==> src/rtl/ps2md_pkg.sv <==
// ----------------------------------------------------------------------------
// ps2md_pkg
// Shared types and constants for the PS/2 mouse packet decoder.
// ----------------------------------------------------------------------------
package ps2md_pkg;

  localparam int unsigned PosWidthDefault = 16;
  localparam int unsigned OutPosWidth     = 16;
  localparam int unsigned FifoDepth       = 2;

  localparam logic [2:0] PacketLenReset = 3'd3;
  localparam logic [2:0] PacketLenWheel = 3'd4;

  // Bit positions inside the first (flags) byte of a packet; WheelSign is in the wheel byte.
  localparam int unsigned FlagSync   = 3;
  localparam int unsigned FlagXSign  = 4;
  localparam int unsigned FlagYSign  = 5;
  localparam int unsigned FlagXOvf   = 6;
  localparam int unsigned FlagYOvf   = 7;
  localparam int unsigned WheelSign  = 3;

  // Byte position inside a packet.
  localparam logic [1:0] IdxFlags = 2'd0;
  localparam logic [1:0] IdxX     = 2'd1;
  localparam logic [1:0] IdxY     = 2'd2;
  localparam logic [1:0] IdxWheel = 2'd3;

  // Complete packet as handed from the front end to the back end.
  typedef struct packed {
    logic [7:0] flags;
    logic [7:0] x_low;
    logic [7:0] y_low;
    logic [3:0] wheel;
    logic       wheel_en;
  } packet_t;

  // One decoded result word.
  typedef struct packed {
    logic [2:0]             buttons;
    logic [OutPosWidth-1:0] x_position;
    logic [OutPosWidth-1:0] y_position;
    logic [OutPosWidth-1:0] z_position;
    logic                   motion_dropped;
  } result_t;

endpackage

==> src/rtl/ps2md_fifo.sv <==
// ----------------------------------------------------------------------------
// ps2md_fifo
// Small synchronous queue, FifoDepth entries, no push while full.
// ----------------------------------------------------------------------------
module ps2md_fifo
  import ps2md_pkg::*;
#(
  parameter int unsigned Width = 8
) (
  input  logic             clk_i,
  input  logic             rst_ni,
  input  logic             push_i,
  input  logic [Width-1:0] data_i,
  output logic             full_o,
  input  logic             pop_i,
  output logic [Width-1:0] data_o,
  output logic             empty_o
);

  localparam int unsigned PtrWidth = (FifoDepth > 1) ? $clog2(FifoDepth) : 1;
  localparam int unsigned CntWidth = $clog2(FifoDepth + 1);
  localparam logic [PtrWidth-1:0] LastPtr = PtrWidth'(FifoDepth - 1);
  localparam logic [CntWidth-1:0] FullCnt = CntWidth'(FifoDepth);

  logic [Width-1:0]    mem_q [FifoDepth];
  logic [PtrWidth-1:0] wr_ptr_q, wr_ptr_d;
  logic [PtrWidth-1:0] rd_ptr_q, rd_ptr_d;
  logic [CntWidth-1:0] cnt_q, cnt_d;
  logic                do_push, do_pop;

  assign full_o  = (cnt_q == FullCnt);
  assign empty_o = (cnt_q == '0);
  assign do_push = push_i & ~full_o;
  assign do_pop  = pop_i & ~empty_o;
  assign data_o  = mem_q[rd_ptr_q];

  always_comb begin
    wr_ptr_d = wr_ptr_q;
    rd_ptr_d = rd_ptr_q;
    cnt_d    = cnt_q;
    if (do_push) begin
      wr_ptr_d = (wr_ptr_q == LastPtr) ? '0 : wr_ptr_q + 1'b1;
    end
    if (do_pop) begin
      rd_ptr_d = (rd_ptr_q == LastPtr) ? '0 : rd_ptr_q + 1'b1;
    end
    if (do_push && !do_pop) begin
      cnt_d = cnt_q + 1'b1;
    end else if (do_pop && !do_push) begin
      cnt_d = cnt_q - 1'b1;
    end
  end

  always_ff @(posedge clk_i or negedge rst_ni) begin
    if (!rst_ni) begin
      wr_ptr_q <= '0;
      rd_ptr_q <= '0;
      cnt_q    <= '0;
    end else begin
      wr_ptr_q <= wr_ptr_d;
      rd_ptr_q <= rd_ptr_d;
      cnt_q    <= cnt_d;
    end
  end

  always_ff @(posedge clk_i) begin
    if (do_push) begin
      mem_q[wr_ptr_q] <= data_i;
    end
  end

endmodule

==> src/rtl/ps2md_front.sv <==
// ----------------------------------------------------------------------------
// ps2md_front
// Byte framer: syncs on the flags byte and assembles complete packets.
// ----------------------------------------------------------------------------
module ps2md_front
  import ps2md_pkg::*;
(
  input  logic       clk_i,
  input  logic       rst_ni,
  input  logic       push_i,
  input  logic [7:0] rx_byte_i,
  output logic       full_o,
  input  logic       wheel_en_i,
  output logic       pkt_push_o,
  output packet_t    pkt_o,
  input  logic       pkt_full_i
);

  logic [1:0] idx_q, idx_d;
  logic [7:0] flags_q, x_low_q, y_low_q;
  logic       accept, last_byte;

  assign full_o = pkt_full_i;
  assign accept = push_i & ~pkt_full_i;

  // Last byte: wheel slot in 4-byte mode, anything past X otherwise
  // (covers the length dropping mid-packet).
  assign last_byte = (idx_q == IdxWheel) || ((idx_q == IdxY) && !wheel_en_i);

  always_comb begin
    idx_d = idx_q;
    if (accept) begin
      if (idx_q == IdxFlags) begin
        if (rx_byte_i[FlagSync]) begin
          idx_d = IdxX;
        end
      end else if (last_byte) begin
        idx_d = IdxFlags;
      end else begin
        idx_d = idx_q + 1'b1;
      end
    end
  end

  always_ff @(posedge clk_i or negedge rst_ni) begin
    if (!rst_ni) begin
      idx_q <= IdxFlags;
    end else begin
      idx_q <= idx_d;
    end
  end

  always_ff @(posedge clk_i) begin
    if (accept) begin
      if (idx_q == IdxFlags && rx_byte_i[FlagSync]) begin
        flags_q <= rx_byte_i;
      end
      if (idx_q == IdxX) begin
        x_low_q <= rx_byte_i;
      end
      if (idx_q == IdxY) begin
        y_low_q <= rx_byte_i;
      end
    end
  end

  assign pkt_push_o = accept & (idx_q != IdxFlags) & last_byte;

  always_comb begin
    pkt_o.flags    = flags_q;
    pkt_o.x_low    = x_low_q;
    pkt_o.y_low    = (idx_q == IdxY) ? rx_byte_i : y_low_q;
    pkt_o.wheel    = rx_byte_i[3:0];
    pkt_o.wheel_en = wheel_en_i;
  end

endmodule

==> src/rtl/ps2md_back.sv <==
// ----------------------------------------------------------------------------
// ps2md_back
// Packet executor: updates the X/Y/Z accumulators and forms result words.
// ----------------------------------------------------------------------------
module ps2md_back
  import ps2md_pkg::*;
#(
  parameter int unsigned PosWidth = PosWidthDefault
) (
  input  logic    clk_i,
  input  logic    rst_ni,
  input  logic    pkt_empty_i,
  input  packet_t pkt_i,
  output logic    pkt_pop_o,
  output logic    res_push_o,
  output result_t res_o,
  input  logic    res_full_i
);

  logic [PosWidth-1:0] x_q, x_d, y_q, y_d, z_q, z_d;
  logic [PosWidth-1:0] dx, dy, dz;
  logic                dropped;
  logic [PosWidth+OutPosWidth-1:0] x_ext, y_ext, z_ext;

  assign pkt_pop_o  = ~pkt_empty_i & ~res_full_i;
  assign res_push_o = pkt_pop_o;

  assign dropped = pkt_i.flags[FlagXOvf] | pkt_i.flags[FlagYOvf];
  // 9-bit deltas: low byte plus sign flag from the first byte.
  assign dx = {{(PosWidth-8){pkt_i.flags[FlagXSign]}}, pkt_i.x_low};
  assign dy = {{(PosWidth-8){pkt_i.flags[FlagYSign]}}, pkt_i.y_low};
  assign dz = {{(PosWidth-4){pkt_i.wheel[WheelSign]}}, pkt_i.wheel};

  always_comb begin
    x_d = x_q;
    y_d = y_q;
    z_d = z_q;
    if (!dropped) begin
      x_d = x_q + dx;
      y_d = y_q - dy;
    end
    if (pkt_i.wheel_en) begin
      z_d = z_q + dz;
    end
  end

  always_ff @(posedge clk_i or negedge rst_ni) begin
    if (!rst_ni) begin
      x_q <= '0;
      y_q <= '0;
      z_q <= '0;
    end else if (pkt_pop_o) begin
      x_q <= x_d;
      y_q <= y_d;
      z_q <= z_d;
    end
  end

  // Zero-extend narrow accumulators, truncate wide ones.
  assign x_ext = {{OutPosWidth{1'b0}}, x_d};
  assign y_ext = {{OutPosWidth{1'b0}}, y_d};
  assign z_ext = {{OutPosWidth{1'b0}}, z_d};

  always_comb begin
    res_o.buttons        = pkt_i.flags[2:0];
    res_o.x_position     = x_ext[OutPosWidth-1:0];
    res_o.y_position     = y_ext[OutPosWidth-1:0];
    res_o.z_position     = z_ext[OutPosWidth-1:0];
    res_o.motion_dropped = dropped;
  end

endmodule

==> src/rtl/ps2_mouse_packet_decoder_core.sv <==
// ----------------------------------------------------------------------------
// ps2_mouse_packet_decoder_core
// PS/2 mouse packet decoder: frames mouse bytes into 3- or 4-byte packets and
// keeps wrapping X/Y/wheel position counters.
// ----------------------------------------------------------------------------
//
//  channel   | ports                          | handshake
//  ----------+--------------------------------+-------------------------------
//  byte in   | rx_byte_i                      | push / full, taken on push&!full
//  result    | buttons_o, x/y/z_position_o,   | empty / pop, taken on pop&!empty
//            | motion_dropped_o               |
//  config    | cfg_data_i (packet length)     | cfg_valid_i / cfg_ready_o
//
//  One byte can be taken every cycle; the framer only stalls when the packet
//  queue is full. A completed packet is written into the packet queue; the
//  back end then executes it and writes its result into the result queue.
//  The back end retires one packet a cycle as long as the result queue has
//  room; a stalled reader backs up the result queue, then the packet queue,
//  and only then raises full. Reset is async, active low; length resets to 3.
//
module ps2_mouse_packet_decoder_core
  import ps2md_pkg::*;
#(
  parameter int unsigned PosWidth = PosWidthDefault
) (
  input  logic                   clk_i,
  input  logic                   rst_ni,
  // byte input
  input  logic                   push,
  output logic                   full,
  input  logic [7:0]             rx_byte_i,
  // results
  output logic                   empty,
  input  logic                   pop,
  output logic [2:0]             buttons_o,
  output logic signed [OutPosWidth-1:0] x_position_o,
  output logic signed [OutPosWidth-1:0] y_position_o,
  output logic signed [OutPosWidth-1:0] z_position_o,
  output logic                   motion_dropped_o,
  // configuration
  input  logic                   cfg_valid_i,
  output logic                   cfg_ready_o,
  input  logic [2:0]             cfg_data_i
);

  logic [2:0] pkt_len_q;
  logic       wheel_en;

  // Packet queue between framer and executor.
  logic    pkt_push, pkt_full, pkt_pop, pkt_empty;
  packet_t pkt_in, pkt_out;

  // Result queue in front of the reader.
  logic    res_push, res_full;
  result_t res_in, res_out;

  // Config is always accepted; only a value of four turns on the wheel.
  assign cfg_ready_o = 1'b1;

  always_ff @(posedge clk_i or negedge rst_ni) begin
    if (!rst_ni) begin
      pkt_len_q <= PacketLenReset;
    end else if (cfg_valid_i) begin
      pkt_len_q <= cfg_data_i;
    end
  end

  assign wheel_en = (pkt_len_q == PacketLenWheel);

  ps2md_front u_front (
    .clk_i      (clk_i),
    .rst_ni     (rst_ni),
    .push_i     (push),
    .rx_byte_i  (rx_byte_i),
    .full_o     (full),
    .wheel_en_i (wheel_en),
    .pkt_push_o (pkt_push),
    .pkt_o      (pkt_in),
    .pkt_full_i (pkt_full)
  );

  ps2md_fifo #(
    .Width ($bits(packet_t))
  ) u_pkt_fifo (
    .clk_i   (clk_i),
    .rst_ni  (rst_ni),
    .push_i  (pkt_push),
    .data_i  (pkt_in),
    .full_o  (pkt_full),
    .pop_i   (pkt_pop),
    .data_o  (pkt_out),
    .empty_o (pkt_empty)
  );

  ps2md_back #(
    .PosWidth (PosWidth)
  ) u_back (
    .clk_i       (clk_i),
    .rst_ni      (rst_ni),
    .pkt_empty_i (pkt_empty),
    .pkt_i       (pkt_out),
    .pkt_pop_o   (pkt_pop),
    .res_push_o  (res_push),
    .res_o       (res_in),
    .res_full_i  (res_full)
  );

  ps2md_fifo #(
    .Width ($bits(result_t))
  ) u_res_fifo (
    .clk_i   (clk_i),
    .rst_ni  (rst_ni),
    .push_i  (res_push),
    .data_i  (res_in),
    .full_o  (res_full),
    .pop_i   (pop),
    .data_o  (res_out),
    .empty_o (empty)
  );

  assign buttons_o        = res_out.buttons;
  assign x_position_o     = res_out.x_position;
  assign y_position_o     = res_out.y_position;
  assign z_position_o     = res_out.z_position;
  assign motion_dropped_o = res_out.motion_dropped;

endmodule

==> config.mk <==
export PLATFORM = sky130hd
export DESIGN_NAME = ps2_mouse_packet_decoder_core
export DESIGN_NICKNAME = d
export VERILOG_FILES = /design/src/rtl/ps2md_pkg.sv /design/src/rtl/ps2md_fifo.sv /design/src/rtl/ps2md_front.sv /design/src/rtl/ps2md_back.sv /design/src/rtl/ps2_mouse_packet_decoder_core.sv
export SDC_FILE = /design/constraint.sdc
export NUM_CORES = 1
export LEC_CHECK = 0
export BUFFER_PORTS_ARGS = -buffer_cell sky130_fd_sc_hd__buf_2
export CORE_ASPECT_RATIO = 1.75
export CORE_MARGIN = 3
export CORE_UTILIZATION = 60
export DETAILED_ROUTE_END_ITERATION = 6
export PLACE_DENSITY = 0.86
export SLEW_MARGIN = 5
export SYNTH_ARGS = -nofsm -noshare
export SYNTH_HDL_FRONTEND = slang
export SYNTH_SLANG_ARGS = --single-unit
export TNS_END_PERCENT = 5
==> constraint.sdc <==
create_clock -name clk_i -period 4.8 [get_ports clk_i]
set_input_delay 0.48 -clock clk_i [delete_from_list [all_inputs] [get_ports clk_i]]
set_output_delay 0.48 -clock clk_i [all_outputs]
set_load 0.01 [all_outputs]
==> results.tsv <==
stage	metric	value	unit
run_status	status	completed	
logic_synthesis	synthCells	897	
clock_network	cts.sinks	244	
logic_synthesis	ys_seq_area_frac	0.6063	
grt	grt_remaining_overflow	0	
critical_path	crit_fanout	18	
clock_network	clock-root-buffer	clkbuf_16	
placed_design	io_buffers	69	
timing	rsz0062_at_grt	no	
die	die_x	111.0	µm
critical_path	worstSetupPathDepth	9	
timing	setup_tns	0	ns
logic_synthesis	synthTopCellsByCount	edfxtp_1 (183), nand2_1 (134), mux2_2 (103)	
drt	drt-initial-drc-count	397	
drt	post_drt_wl_per_cell	18.59	µm
grt	grtUsageTotal	0.2207	
die	core	18750	µm²
clock_network	cts.path.max_buffers	3	
critical_path	crit_type	flop to flop	
placed_design	dpl.hpwl	15660	µm
critical_path	rrSetupSlack	0.84	ns
clock_network	post-cts-setup-buffer-count	0	
critical_path	cp_slowest_stage_delay	0.97	ns
grt	grt_pass1_wl	37620	µm
critical_path	crit_slowest_cell	dfrtp_1	
timing	fin_crit	3.963	ns
clock_network	cts_tree	done	
timing	drv_slew	0	
logic_synthesis	syn_area	11590	µm²
logic_synthesis	ys_warn_count	0	
critical_path	critical_path_required	5.04	ns
logic_synthesis	synthTopCellsByArea	edfxtp_1 (47%), dfrtp_1 (13%), mux2_2 (10%)	
grt	grt_pass1_vias	7605	
critical_path	cp-startpoint	u_pkt_fifo.rd_ptr_q$_DFFE_PN0P_	
timing	fin_crit_sh	0.8256	
finish	layout-drive-gt1-share	0.2404	
logic_synthesis	yosysTopAreaCell	edfxtp_1	
timing	worst_pin_slew	0.9805	ns
critical_path	endpoint	u_res_fifo.mem_q[0][32]$_DFFE_PP_	
logic_synthesis	synth.top_cell.area_share	0.4743	
die	die_y	189.8	µm
critical_path	cp.arrival	4.20	ns
timing	hold_viol	0	
die	die-area	21080	µm²
drt	drtAntennaViolNets	0	
placed_design	place_congestion	0.9259	
logic_synthesis	yosysMostFrequentCell	edfxtp_1	
timing	slew_headroom	0.3463	
drt	drc_errors	0	
drt	num_vias	7286	
die	io_pins	71	
drt	routed_wl	22900	µm
grt	antenna_found_initial	0	
critical_path	rr_worst_depth	9	
timing	max_clock_freq	252.3	MHz
drt	vias_per_cell	5.914	
finish	area_growth	12.19	%
critical_path	timing.critical_path.mode_cell	o21a_1	
clock_network	htree_levels	1	
logic_synthesis	yosysUniqueCellTypes	61	
logic_synthesis	yosys_most_used_dff	edfxtp_1	
timing	fin_skew	0.01570	ns
critical_path	r2r_start	u_pkt_fifo.rd_ptr_q$_DFFE_PN0P_	
critical_path	reg2reg_to	u_res_fifo.mem_q[0][32]$_DFFE_PP_	
critical_path	worstPathBufferInverterCount	0	
clock_network	clk_pin_slew	0.06	ns
critical_path	cp_top_family	flip-flops	
grt	grt_max_degree	62	
critical_path	end_kind	flop	
clock_network	insertion_delay	0.51	ns
clock_network	cts-buffers-inserted	23	
flow_run	cap_violations	0	
logic_synthesis	ys_ff_latch	244	
critical_path	critPathLaunchType	flop	
timing	finalSetupViolations	0	
placed_design	dp_cells	1191	
finish	final_cells	1232	
clock_network	ctsResizeCount	0	
finish	nNetsFinal	1050	
critical_path	worstPathCellList	mux2i_1 -> ha_1 -> a21oi_1 -> o21ai_0 -> o21a_1 -> o21a_1 -> or4_1 -> nand3_1 -> xnor2_1	
clock_network	ctsHoldBuffers	0	
logic_synthesis	async_flop_share	0.2500	
drt	dr.pass1.iters	5	
hold_path	hold_path_class	input port to asynchronous set/reset pin	
logic_synthesis	synth_fp_nets	969	
die	num_rows	66	
die	initial_core_util	0.6181	
finish	antenna_cells	0	
logic_synthesis	syn-mean-instance-area	12.92	µm²
logic_synthesis	synth-edff-count	183	
## layout make-up
cell class / instances / area [µm²]
fillers: 1284 / 5747
multi-input cells: 598 / 4372
well taps: 238 / 297.8
clock inverters: 12 / 138.9
clock buffers: 29 / 598.1
flip-flops and latches: 244 / 7025
inverters: 25 / 93.84
repair buffers: 86 / 473.0
## worst min-delay path by stage
stage,to,slack [ns],depth (start not counted)
after global placement,u_pkt_fifo.mem_q[0][13]$_DFFE_PP_,0.42,0
after global routing,u_front.x_low_q[7]$_DFFE_PP_,0.19,1
after detailed placement,u_pkt_fifo.mem_q[0][16]$_DFFE_PP_,0.43,0
after floorplan,pkt_len_q[2]$_DFFE_PN0P_,0.18,0
after CTS,pkt_len_q[0]$_DFFE_PN1P_,0.19,2
final,u_back.x_q[12]$_DFFE_PN0P_,0.17,2
## per-stage QoR
stage / instance area [µm²] / util / setup WS [ns] / hold WS [ns]
after global placement: 12260 / 0.6541 / 1.071 / 0.4232
final: 13000 / 0.6934 / 0.8371 / 0.1710
after floorplan: 11590 / - / 0.4660 / 0.1844
after CTS: 13000 / 0.6934 / 0.8732 / 0.1899
after global routing: 13000 / 0.6934 / 0.6526 / 0.1944
after detailed placement: 12260 / 0.6541 / 0.9000 / 0.4291
## kinds of logic after synthesis
family / synth area share
xor gates and xnor gates: 0.03477
and+or+nand+nor: 0.08305
AOI/OAI and AO/OA: 0.08294
buffers and inverters: 0.01890
adders and majority gates: 0.06242
DFF: 0.6063
other: 0.0003237
muxes: 0.1113
## flip-flops by register name, summed over array words and instances, names as in the netlist, 3 cells and up
name / count
u_back.y_q: 16
u_back.x_q: 16
pkt_len_q: 3
u_res_fifo.mem_q: 104
u_front.flags_q: 7
u_pkt_fifo.mem_q: 56
u_front.x_low_q: 8
u_back.z_q: 16
u_front.y_low_q: 8
## layer usage
metal / track usage / vias to the layer above / share of wire
met4: 0.09602 / 0 / 0.038
met5: 0 / - / 0
met1: 0.2351 / 3569 / 0.36
li1: - / 3446 / -
met2: 0.4277 / 207 / 0.56
met3: 0.03246 / 64 / 0.042
## cells in the final DEF, fill, tap and decap left out, drive strengths merged, types with 5 or more instances in the layout
| master | Yosys | final |
|---|---|---|
| o21ai | 57 | 57 |
| nand4 | 5 | 5 |
| edfxtp | 183 | 183 |
| a21o | 8 | 8 |
| dfrtp | 59 | 59 |
| ha | 53 | 53 |
| a211oi | 6 | 6 |
| clkbuf | 19 | 29 |
| a21oi | 41 | 41 |
| nand2 | 134 | 134 |
| mux2i | 13 | 13 |
| buf | 11 | 86 |
| clkinv | 0 | 8 |
| nor3 | 8 | 8 |
| o31ai | 7 | 7 |
| o21bai | 5 | 5 |
| xnor2 | 27 | 27 |
| nor2b | 5 | 5 |
| nor2 | 36 | 36 |
| mux2 | 103 | 103 |
| nand3 | 14 | 14 |
| o21a | 10 | 10 |
| xor2 | 19 | 19 |
| inv | 25 | 25 |
Power is left out: the tool's default activity adds up to more than one toggle a clock period on the data nets, which glitch-free logic cannot reach.
